===== src/text_cell_buffer_engine_core_macros.svh =====
// -----------------------------------------------------------------------------
// Text cell buffer engine assertion macros
// Shared assertion forms used by the top level.
// -----------------------------------------------------------------------------
`ifndef TEXT_CELL_BUFFER_ENGINE_CORE_MACROS_SVH
`define TEXT_CELL_BUFFER_ENGINE_CORE_MACROS_SVH

// Implication checked on every clock edge outside reset.
`define TCB_ASSERT_IMP(lbl, clk, rst_n, ante, cons) \
    lbl: assert property (@(posedge clk) disable iff (!rst_n) (ante) |-> (cons)) \
        else $error("tcb assertion failed");

// Implication whose consequent is checked in the cycle after the antecedent.
`define TCB_ASSERT_NEXT(lbl, clk, rst_n, ante, cons) \
    lbl: assert property (@(posedge clk) disable iff (!rst_n) (ante) |=> (cons)) \
        else $error("tcb assertion failed");

`endif


===== src/tcb_pkg.sv =====
// -----------------------------------------------------------------------------
// Text cell buffer package
// Command codes, payload types and controller interface structs.
// -----------------------------------------------------------------------------
`default_nettype none
package tcb_pkg;

    localparam logic [3:0] CMD_WRITE   = 4'd0;
    localparam logic [3:0] CMD_CLRAREA = 4'd1;
    localparam logic [3:0] CMD_CLRSCR  = 4'd2;
    localparam logic [3:0] CMD_ATTR    = 4'd3;
    localparam logic [3:0] CMD_FG      = 4'd4;
    localparam logic [3:0] CMD_COLOURS = 4'd5;
    localparam logic [3:0] CMD_CURSOR  = 4'd6;
    localparam logic [3:0] CMD_SYNC    = 4'd7;
    localparam logic [3:0] CMD_READ    = 4'd8;

    localparam logic [20:0] BLANK_GLYPH = 21'h20;
    localparam logic [15:0] PEN_FORE_RST = 16'd2;

    typedef struct packed {
        logic [3:0]        command;
        logic signed [7:0] col;
        logic signed [7:0] row;
        logic signed [7:0] col_end;
        logic signed [7:0] row_end;
        logic [20:0]       glyph;
        logic [15:0]       keep_mask;
        logic [15:0]       set_mask;
        logic [15:0]       fore_colour;
        logic [15:0]       back_colour;
        logic              show_cursor;
    } t_req;

    typedef struct packed {
        logic [20:0]       cell_glyph;
        logic [15:0]       cell_fore;
        logic [15:0]       cell_back;
        logic [15:0]       cell_attr;
        logic              cell_valid;
        logic [31:0]       frames;
        logic signed [7:0] cursor_x;
        logic signed [7:0] cursor_y;
        logic              cursor_on;
    } t_rsp;

    // Controller to datapath.
    typedef struct packed {
        logic load;      // capture request, set up walk bounds
        logic reg_op;    // apply pen/cursor update
        logic paint;     // write back cell at walk or request position
        logic copy_rd;   // read back cell at walk position
        logic copy_wr;   // write front cell from read data
        logic step;      // advance walk position
        logic init;      // reset clearing pass write
        logic rd_front;  // read front cell at request position
        logic frame_inc; // count a frame
        logic rsp_load;  // latch the result
    } t_cmd;

    // Datapath to controller.
    typedef struct packed {
        logic walk_last; // walk position is the final cell
        logic walk_empty;// clipped area holds no cell
        logic on_screen; // request cell is on screen
    } t_sts;

endpackage
`default_nettype wire


===== src/tcb_ctrl.sv =====
// -----------------------------------------------------------------------------
// Text cell buffer controller
// Sequences reset clearing, command walks, copies, reads and result hand-off.
// -----------------------------------------------------------------------------
`default_nettype none
module tcb_ctrl (
    input  wire logic          i_clk,
    input  wire logic          i_rst_n,
    input  wire logic          i_in_valid,
    output logic               o_in_ready,
    input  wire logic [3:0]    i_command,
    output logic               o_out_valid,
    input  wire logic          i_out_ready,
    output tcb_pkg::t_cmd      o_cmd,
    input  wire tcb_pkg::t_sts i_sts
);
    typedef enum logic [7:0] {
        ST_INIT  = 8'b0000_0001,
        ST_IDLE  = 8'b0000_0010,
        ST_EXEC  = 8'b0000_0100,
        ST_PAINT = 8'b0000_1000,
        ST_CPRD  = 8'b0001_0000,
        ST_CPWR  = 8'b0010_0000,
        ST_READ  = 8'b0100_0000,
        ST_DONE  = 8'b1000_0000
    } t_state;

    t_state r_state, n_state;
    logic   r_out_valid, n_out_valid;
    logic [3:0] r_cmd, n_cmd;
    logic   w_rsp_free;

    assign w_rsp_free  = !r_out_valid || i_out_ready;
    assign o_out_valid = r_out_valid;
    assign o_in_ready  = (r_state == ST_IDLE);

    always_comb begin
        n_state     = r_state;
        n_cmd       = r_cmd;
        n_out_valid = r_out_valid && !i_out_ready;
        o_cmd       = '0;
        unique case (r_state)
            ST_INIT: begin
                o_cmd.init = 1'b1;
                o_cmd.step = 1'b1;
                if (i_sts.walk_last) begin
                    n_state = ST_IDLE;
                end
            end
            ST_IDLE: begin
                if (i_in_valid) begin
                    o_cmd.load = 1'b1;
                    n_cmd      = i_command;
                    n_state    = ST_EXEC;
                end
            end
            ST_EXEC: begin
                unique case (r_cmd)
                    tcb_pkg::CMD_WRITE: begin
                        o_cmd.paint = i_sts.on_screen;
                        n_state     = ST_DONE;
                    end
                    tcb_pkg::CMD_CLRAREA, tcb_pkg::CMD_CLRSCR: begin
                        n_state = i_sts.walk_empty ? ST_DONE : ST_PAINT;
                    end
                    tcb_pkg::CMD_SYNC: begin
                        n_state = ST_CPRD;
                    end
                    tcb_pkg::CMD_READ: begin
                        o_cmd.rd_front = 1'b1;
                        n_state        = ST_READ;
                    end
                    default: begin
                        o_cmd.reg_op = 1'b1;
                        n_state      = ST_DONE;
                    end
                endcase
            end
            ST_PAINT: begin
                o_cmd.paint = 1'b1;
                o_cmd.step  = 1'b1;
                if (i_sts.walk_last) begin
                    n_state = ST_DONE;
                end
            end
            ST_CPRD: begin
                o_cmd.copy_rd = 1'b1;
                n_state       = ST_CPWR;
            end
            ST_CPWR: begin
                o_cmd.copy_wr = 1'b1;
                o_cmd.step    = 1'b1;
                if (i_sts.walk_last) begin
                    o_cmd.frame_inc = 1'b1;
                    n_state         = ST_DONE;
                end else begin
                    n_state = ST_CPRD;
                end
            end
            ST_READ: begin
                n_state = ST_DONE;
            end
            ST_DONE: begin
                if (w_rsp_free) begin
                    o_cmd.rsp_load = 1'b1;
                    n_out_valid    = 1'b1;
                    n_state        = ST_IDLE;
                end
            end
            default: begin
                n_state = ST_IDLE;
            end
        endcase
    end

    always_ff @(posedge i_clk) begin
        if (!i_rst_n) begin
            r_state     <= ST_INIT;
            r_out_valid <= 1'b0;
            r_cmd       <= tcb_pkg::CMD_WRITE;
        end else begin
            r_state     <= n_state;
            r_out_valid <= n_out_valid;
            r_cmd       <= n_cmd;
        end
    end
endmodule
`default_nettype wire


===== config.mk =====
export PLATFORM = sky130hd
export DESIGN_NAME = tcb_ctrl
export DESIGN_NICKNAME = d
export VERILOG_FILES = /design/src/text_cell_buffer_engine_core_macros.svh /design/src/tcb_pkg.sv /design/src/tcb_ctrl.sv
export SDC_FILE = /design/constraint.sdc
export NUM_CORES = 1
export LEC_CHECK = 0
export BUFFER_PORTS_ARGS = -buffer_cell sky130_fd_sc_hd__buf_4
export CAP_MARGIN = 5
export CORE_MARGIN = 3
export CORE_UTILIZATION = 40
export DETAILED_ROUTE_END_ITERATION = 10
export GPL_ROUTABILITY_DRIVEN = 0
export PLACE_DENSITY = 0.63
export SYNTH_ARGS = -nofsm -noshare
export SYNTH_HDL_FRONTEND = slang
export SYNTH_SLANG_ARGS = --single-unit
export TNS_END_PERCENT = 50

===== constraint.sdc =====
create_clock -name i_clk -period 5.2 [get_ports i_clk]
set_clock_uncertainty 0.15 [all_clocks]
set_input_delay 0.26 -clock i_clk [delete_from_list [all_inputs] [get_ports i_clk]]
set_output_delay 0.26 -clock i_clk [all_outputs]
set_load 0.1 [all_outputs]

==> results of run 1 <==
## path summary, 6_finish.rpt
path           endpoint        from
max            o_cmd[8]  r_state[3]
min          r_state[1]  i_in_valid
max reg2reg  r_state[1]  r_state[5]
min reg2reg    r_cmd[2]    r_cmd[2]
## through the flow
step | power [W] | setup slack, ns
floorplan | 0.000157 | 1.59
global placement | 0.000170 | 2.99
detailed placement | 0.000170 | 2.95
CTS | 0.000234 | 2.64
global route | 0.000243 | 2.50
finish | 0.000232 | 2.66
## cell type report
cell class	instances	share of cell area (%)
clock buffer	4	2.48
inverter	8	2.96
multi-input combinational	77	51.2
sequential	13	24.6
tap	27	3.19
timing repair buffer	22	15.6
## metal layers
| layer | wire length (um) | part of all wire [%] | track usage, % |
|---|---|---|---|
| met5 | 0 | 0 | 0 |
| met4 | 13 | 0.67 | 2.55 |
| met2 | 936 | 48 | 24.8 |
| met3 | 83 | 4.3 | 4.99 |
| met1 | 919 | 47 | 19.4 |
## flip-flops by register name, summed over array words and instances, names as in the netlist
signal and count:
o_out_valid 1, r_state 8, r_cmd 4
## logic make-up (layout without fill, tap and decap cells)
family | after synthesis | after routing
AOI/OAI and AO/OA | 15 | 15
xor gates and xnor gates | 5 | 5
adders and majority gates | 1 | 1
buffers and inverters | 18 | 34
DFF | 13 | 13
muxes | 4 | 4
and+or+nand+nor | 52 | 52
## worst max-delay path, delay by kind of cell, from the launching register on
family / cells / cell delay, ns
AND/OR/NAND/NOR: 2 / 0.95
flip-flops: 1 / 0.46
buffers and inverters: 1 / 0.28
AO/OA/AOI/OAI: 1 / 0.16
## cells in the mapped netlist (3+ instances only)
| cell | count |
|---|---|
| nor3_1 | 8 |
| dfxtp_1 | 13 |
| nand2_1 | 4 |
| xor2_1 | 3 |
| nor4b_1 | 5 |
| clkbuf_1 | 3 |
| inv_1 | 7 |
| mux2i_1 | 4 |
| nand3_1 | 3 |
| nor2_1 | 12 |
## power groups by stage
stage          sequential (W)  clock (W)  combinational, W
2_1_floorplan        0.000106          0         0.0000515
5_1_grt              0.000109  0.0000702         0.0000643
3_5_place_dp         0.000110          0         0.0000599
4_1_cts              0.000108  0.0000662         0.0000601
6_report             0.000108  0.0000636         0.0000598
3_3_place_gp         0.000110          0         0.0000596
==> results.tsv, run 1 <==
metric	value	unit
cp_slowest_cell	or4b_2	
h-tree-depth	1	
synth_nets	119	
die_w	53.7	um
synth_top_family_by_area	simple AND/OR/NAND/NOR gates	
place_hpwl	1.53	mm
ff_latch_area	260	sq um
synthesis.area	911	sq um
hold_viol_final	0	
place_inst	147	
worst_slew_pin_slew	0.465	ns
ctsHoldBuffers	0	
ys_types	43	
fin_crit_sh	48.9	%
cts-resized-gates	0	
antenna_found_initial	0	
final_cell_mix	buf_4, dfxtp_1, nor2_1	
run_status	finished clean	
syn2layout_area_growth	16.2	%
core	2060	sq um
fmax	393	MHz
synth.area.mux_share	4.40	%
drtPass1Iterations	4	
postPlaceCellArea	1030	sq um
synthSimpleGateAreaFrac	36.8	%
clkTransAtPathRegs	0.08	ns
max-slew-margin-rel	68.9	%
synth_edf_count	0	
synth-seq-cells	13	
drt-total-wl	1.95	mm
syn_area_per_cell	8.43	sq um
hold-worst-slack	0.0426	ns
synth_ff_type	dfxtp_1	
nNetsFinal	136	
whs_path_depth	2	
insertedDiodeCount	0	
io_buffers	22	
layout.cells.non_filler	151	
ys_seq_area_share	28.6	%
synth_xor_area_share	4.81	%
vias_per_cell	5.49	
synth_compound_area_share	12.4	%
grt_max_degree	15	
cp_max_fo	14	
p_comb_share	25.8	%
drive_gt1_share	29.0	%
synth_top_area_cell	dfxtp_1	
multiInputGateArea	542	sq um
initial_utilization	44.2	%
grt_pass1_vias	710	
leakage	0.469	nW
powerDensity	219	nW/um^2
cts-root-buf	clkbuf_4	
fillers	208	
fin_area	1060	sq um
post-route-min-period	2.54	ns
finalSetupViolCount	0	
hp-class	primary input to register	
seqPwrFrac	46.7	%
cts_tree	built	
p_clk_share	27.5	%
pin_count	23	
synthArstFlopShare	0	%
rrSetupSlack	3.23	ns
critPathRequiredTime	4.79	ns
drc	0	
power.switching	0.0000795	W
grt_use_total	15.1	%
cpPeakStageDelay	0.69	ns
final_common_cell	buf_4	
worstSkewPairLatency	0.28	ns
grt.overflow.total	0	
grt_pass1_wl	3.20	mm
cts_sinks	13	
p_int	0.000152	W
cts_buffers	3	
drtAntennaViolNets	0	
cp-start-kind	register	
fin_util	51.3	%
drtIter0Drc	10	
worstPathCellList	or4b_2 > nor3_1 > o21a_1 > buf_4	
crit_type	register to primary output	
cp.arrival	2.13	ns
post-cts-setup-buffer-count	0	
synth_top_area_share	28.6	%
p_sw_share	34.3	%
drv_cap	0	
rr_worst_depth	4	
die_y	53.7	um
end_kind	primary output	
ir_drop	0.154	mV
vias	829	
clockBufferDepth	2	
die-area	2890	sq um
syn_inst	108	
setup_tns	0	ns
num_rows	16	
rsz0062_at_grt	no	
ys_warn_count	0	
synthTopCellsByArea	dfxtp_1, nor2_1, nor4b_1	
synthAdderAreaFrac	1.10	%
final-max-slew-violation-count	0	
detail_route.wl_per_cell	12.9	um
Power figures use the tool's default switching activity.
==> inputs of run 2 (changes only) <==
clock period = 2.38 ns   (was 5.2 ns; I/O delays follow)
==> results.tsv, run 2 (synthesis gave the netlist of run 1 again) <==
metric	value	unit
num_rows	16	
finalSetupViolCount	0	
cp_slowest_cell	or4_1	
crit_type	register to primary output	
h-tree-depth	1	
fmax	432	MHz
drtIter0Drc	14	
detail_route.wl_per_cell	12.9	um
cp_max_fo	9	
drt-total-wl	2.04	mm
grtUsageMet2	26.8	%
critPathRequiredTime	2.11	ns
cpPeakStageDelay	0.53	ns
die_y	53.7	um
grt_use_total	17.0	%
preCtsSetupSlack	0.300	ns
grt_pass1_wl	3.62	mm
hp-class	primary input to register	
worstSkewPairLatency	0.27	ns
fin_ws	0.0643	ns
cts_sinks	13	
worstPathCellList	or4_1 > or4_4 > nand2_1 > buf_6	
rsz0062_at_grt	no	
fin_crit_sh	97.3	%
leakage	0.507	nW
max-slew-margin-rel	73.8	%
grt.overflow.total	0	
initial_utilization	44.2	%
die_w	53.7	um
place_hpwl	1.57	mm
drtAntennaViolNets	0	
hold_viol_final	0	
rrSetupSlack	0.44	ns
setup_tns	0	ns
clkTransAtPathRegs	0.08	ns
core	2060	sq um
die-area	2890	sq um
grt_pass1_vias	813	
busiest_layer	met2	
drc	0	
syn2layout_area_growth	28.6	%
ir_drop	0.271	mV
final_common_cell	buf_4	
insertedDiodeCount	0	
met3_usage	4.71	%
vias_per_cell	5.45	
clockBufferDepth	2	
use_met1	21.1	%
nNetsFinal	143	
drtPass1Iterations	4	
drive_gt1_share	32.1	%
grt_max_degree	12	
final-max-slew-violation-count	0	
largest_reg_flops	8	
run_status	finished clean	
post-route-min-period	2.32	ns
worst_slew_pin_slew	0.390	ns
vias	861	
end_kind	primary output	
top_register	r_state	
powerDensity	439	nW/um^2
cp.arrival	2.05	ns
antenna_found_initial	0	
cts-root-buf	clkbuf_4	
io_buffers	22	
cp-start-kind	register	
drv_cap	0	
final_cell_mix	buf_4, dfxtp_1, nor2_1	
cts_buffers	3	
cts_tree	built	
pin_count	23	
run 2: cell types whose count changed in the layout (fill, tap and decap cells not counted), sizes merged:
| cell | delta |
|---|---|
| buf | +1 |
| dlygate4sd3 | +6 |
run 2: layout make-up:
class / instances / area, sq um
clock buffers: 4 / 26.3
fillers: 198 / 891
inverters: 8 / 31.3
multi-input cells: 77 / 563
flip-flops and latches: 13 / 262
well taps: 27 / 33.8
repair buffers: 29 / 255
run 2: critical path: cells and delay by family, from the launching register on:
family / cells / cell delay [ns]
buffers and inverters: 1 / 0.23
flip-flops: 1 / 0.38
AND/OR/NAND/NOR: 3 / 1.16
run 2: repair_timing:
action	CTS	global route
setup endpoints to repair	2	4
setup buffers	0	0
gates cloned	0	0
hold buffers	6	0
hold endpoints to repair	6	0
gates resized for setup	2	6
run 2: report_power, final:
| part | switching, W | total [W] | internal [W] |
|---|---|---|---|
| logic | 0.0000900 | 0.000141 | 0.0000514 |
| clock network | 0.0000709 | 0.000136 | 0.0000648 |
| registers | 0.0000130 | 0.000237 | 0.000224 |
run 2: routing by layer:
metal | vias up | wire, um
met4 | 0 | 26
met2 | 19 | 1010
li1 | 438 | -
met5 | - | 0
met1 | 400 | 917
met3 | 4 | 86
run 2: stage by stage:
stage | std cells | power, W | hold WS, ns | utilization (%) | area [sq um]
2_1_floorplan | 108 | 0.000345 | 0.0871 | - | 927
3_3_place_gp | 148 | 0.000373 | 0.194 | 51.2 | 1060
3_5_place_dp | 148 | 0.000374 | 0.202 | 51.2 | 1060
4_1_cts | 158 | 0.000517 | 0.0127 | 55.8 | 1150
5_1_grt | 158 | 0.000544 | 0.0509 | 56.8 | 1170
6_report | 158 | 0.000514 | 0.0174 | 56.8 | 1170
run 2: path summary, 6_finish.rpt:
path	start	endpoint	cells past startpoint
max	r_state[0]	o_cmd[4]	4
max reg2reg	r_state[5]	r_state[1]	4
min	i_out_ready	o_out_valid	4
min reg2reg	r_cmd[2]	r_cmd[2]	2
==> inputs of run 3 (changes only) <==
CELL_PAD_IN_SITES_DETAIL_PLACEMENT = 0   (was default)
CELL_PAD_IN_SITES_GLOBAL_PLACEMENT = 1   (was default)
CORE_UTILIZATION = 38   (was 40)
PLACE_DENSITY = 0.78   (was 0.63)
==> results.tsv, run 3 (synthesis gave the netlist of run 1 again) <==
metric	value	unit
p_clk_share	26.9	%
cp_max_fo	9	
drv_cap	0	
grt_pass1_wl	3.49	mm
hp-class	primary input to register	
cp.arrival	2.03	ns
vias	858	
drc	0	
fin_util	52.6	%
grt.overflow.total	0	
ir_drop	0.339	mV
p_comb_share	27.4	%
fmax	436	MHz
grt_max_degree	12	
crit_type	register to primary output	
post-route-min-period	2.30	ns
leakage	0.507	nW
final_common_cell	buf_4	
clkTransAtPathRegs	0.08	ns
pin_count	23	
post-cts-setup-buffer-count	0	
cp-start-kind	register	
worst_slew_pin_slew	0.375	ns
drtPass1Iterations	4	
critPathRequiredTime	2.11	ns
insertedDiodeCount	0	
drtAntennaViolNets	0	
die-area	3020	sq um
syn2layout_area_growth	29.0	%
hold_viol_final	0	
drive_gt1_share	33.6	%
place_inst	149	
p_int	0.000343	W
power.switching	0.000178	W
finalSetupViolCount	0	
fin_crit_sh	96.5	%
grt_pass1_vias	767	
rsz0062_at_grt	no	
initial_utilization	40.8	%
cts_sinks	13	
num_rows	17	
clockBufferDepth	2	
layout.cells.non_filler	159	
drt-total-wl	2.04	mm
worstSkewPairLatency	0.28	ns
die_w	55.0	um
largest_reg_flops	8	
seqPwrFrac	45.6	%
worstPathCellList	or4_1 > or4_4 > nand2_1 > buf_8	
core	2230	sq um
p_sw_share	34.2	%
final_cell_mix	buf_4, nor2_1, dfxtp_1	
fillers	211	
run_status	finished clean	
multiInputGateArea	563	sq um
die_y	55.0	um
ff_latch_area	264	sq um
vias_per_cell	5.40	
setup_tns	0	ns
cpPeakStageDelay	0.53	ns
cts_buffers	3	
grt_use_total	16.2	%
powerDensity	444	nW/um^2
cts-root-buf	clkbuf_4	
nNetsFinal	143	
antenna_found_initial	0	
drtIter0Drc	13	
max-slew-margin-rel	74.8	%
place_hpwl	1.58	mm
io_buffers	22	
top_register	r_state	
cts_tree	built	
end_kind	primary output	
final-max-slew-violation-count	0	
cp_slowest_cell	or4_1	
detail_route.wl_per_cell	12.8	um
h-tree-depth	1	
-- run 3: cell count changes in the layout (fill, tap and decap cells not counted) --
| cell | delta |
|---|---|
| dfxtp_1 | -2 |
| dfxtp_2 | +2 |
-- run 3: repair_timing --
action,CTS,global route
hold endpoints to repair,6,0
hold buffers,6,0
cloned,0,0
gates resized for setup,3,7
setup endpoints to repair,3,4
-- run 3: layer usage --
metal | global-route usage, % | share of wire (%) | wire length, um | vias to the layer above
met3 | 3.22 | 2.8 | 58 | 4
met5 | 0 | 0 | 0 | -
met1 | 20.5 | 44 | 898 | 402
met2 | 26.4 | 52 | 1060 | 15
met4 | 7.29 | 1.0 | 21 | 0
li1 | - | - | - | 437
-- run 3: layout make-up --
type | instances | area share, %
Clock buffer | 4 | 2.24
Sequential cell | 13 | 22.5
Inverter | 8 | 2.66
Tap cell | 28 | 2.98
Multi-Input combinational cell | 77 | 47.9
Timing Repair Buffer | 29 | 21.7
-- run 3: critical path, delay by kind of cell, from the launching register on --
family | cells | cell delay, ns
flops | 1 | 0.37
buf+inv | 1 | 0.20
simple gates | 3 | 1.17
-- run 3: worst paths after layout --
path	to	slack, ns	start	depth (start not counted)
setup / recovery	o_cmd[4]	0.08	r_state[0]	4
hold / removal	o_out_valid	0.005	i_out_ready	4
hold reg to reg	r_cmd[2]	0.44	r_cmd[2]	2
setup reg to reg	r_state[1]	0.42	r_state[5]	4
-- run 3: power groups by stage --
stage / clock network, W / registers, W / logic (W)
2_1_floorplan: 0 / 0.000231 / 0.000114
3_3_place_gp: 0 / 0.000241 / 0.000132
3_5_place_dp: 0 / 0.000242 / 0.000132
4_1_cts: 0.000143 / 0.000237 / 0.000142
5_1_grt: 0.000157 / 0.000240 / 0.000153
6_report: 0.000140 / 0.000238 / 0.000143
-- run 3: through the flow --
step           hold slack, ns  setup slack (ns)  power [W]  instance area [sq um]
6_report              0.00496            0.0845   0.000521                   1170
4_1_cts               0.00115           0.00251   0.000522                   1150
2_1_floorplan          0.0871            -0.228   0.000345                    927
3_5_place_dp            0.197             0.292   0.000374                   1060
3_3_place_gp            0.197             0.314   0.000373                   1060
5_1_grt                0.0371           0.00774   0.000551                   1170
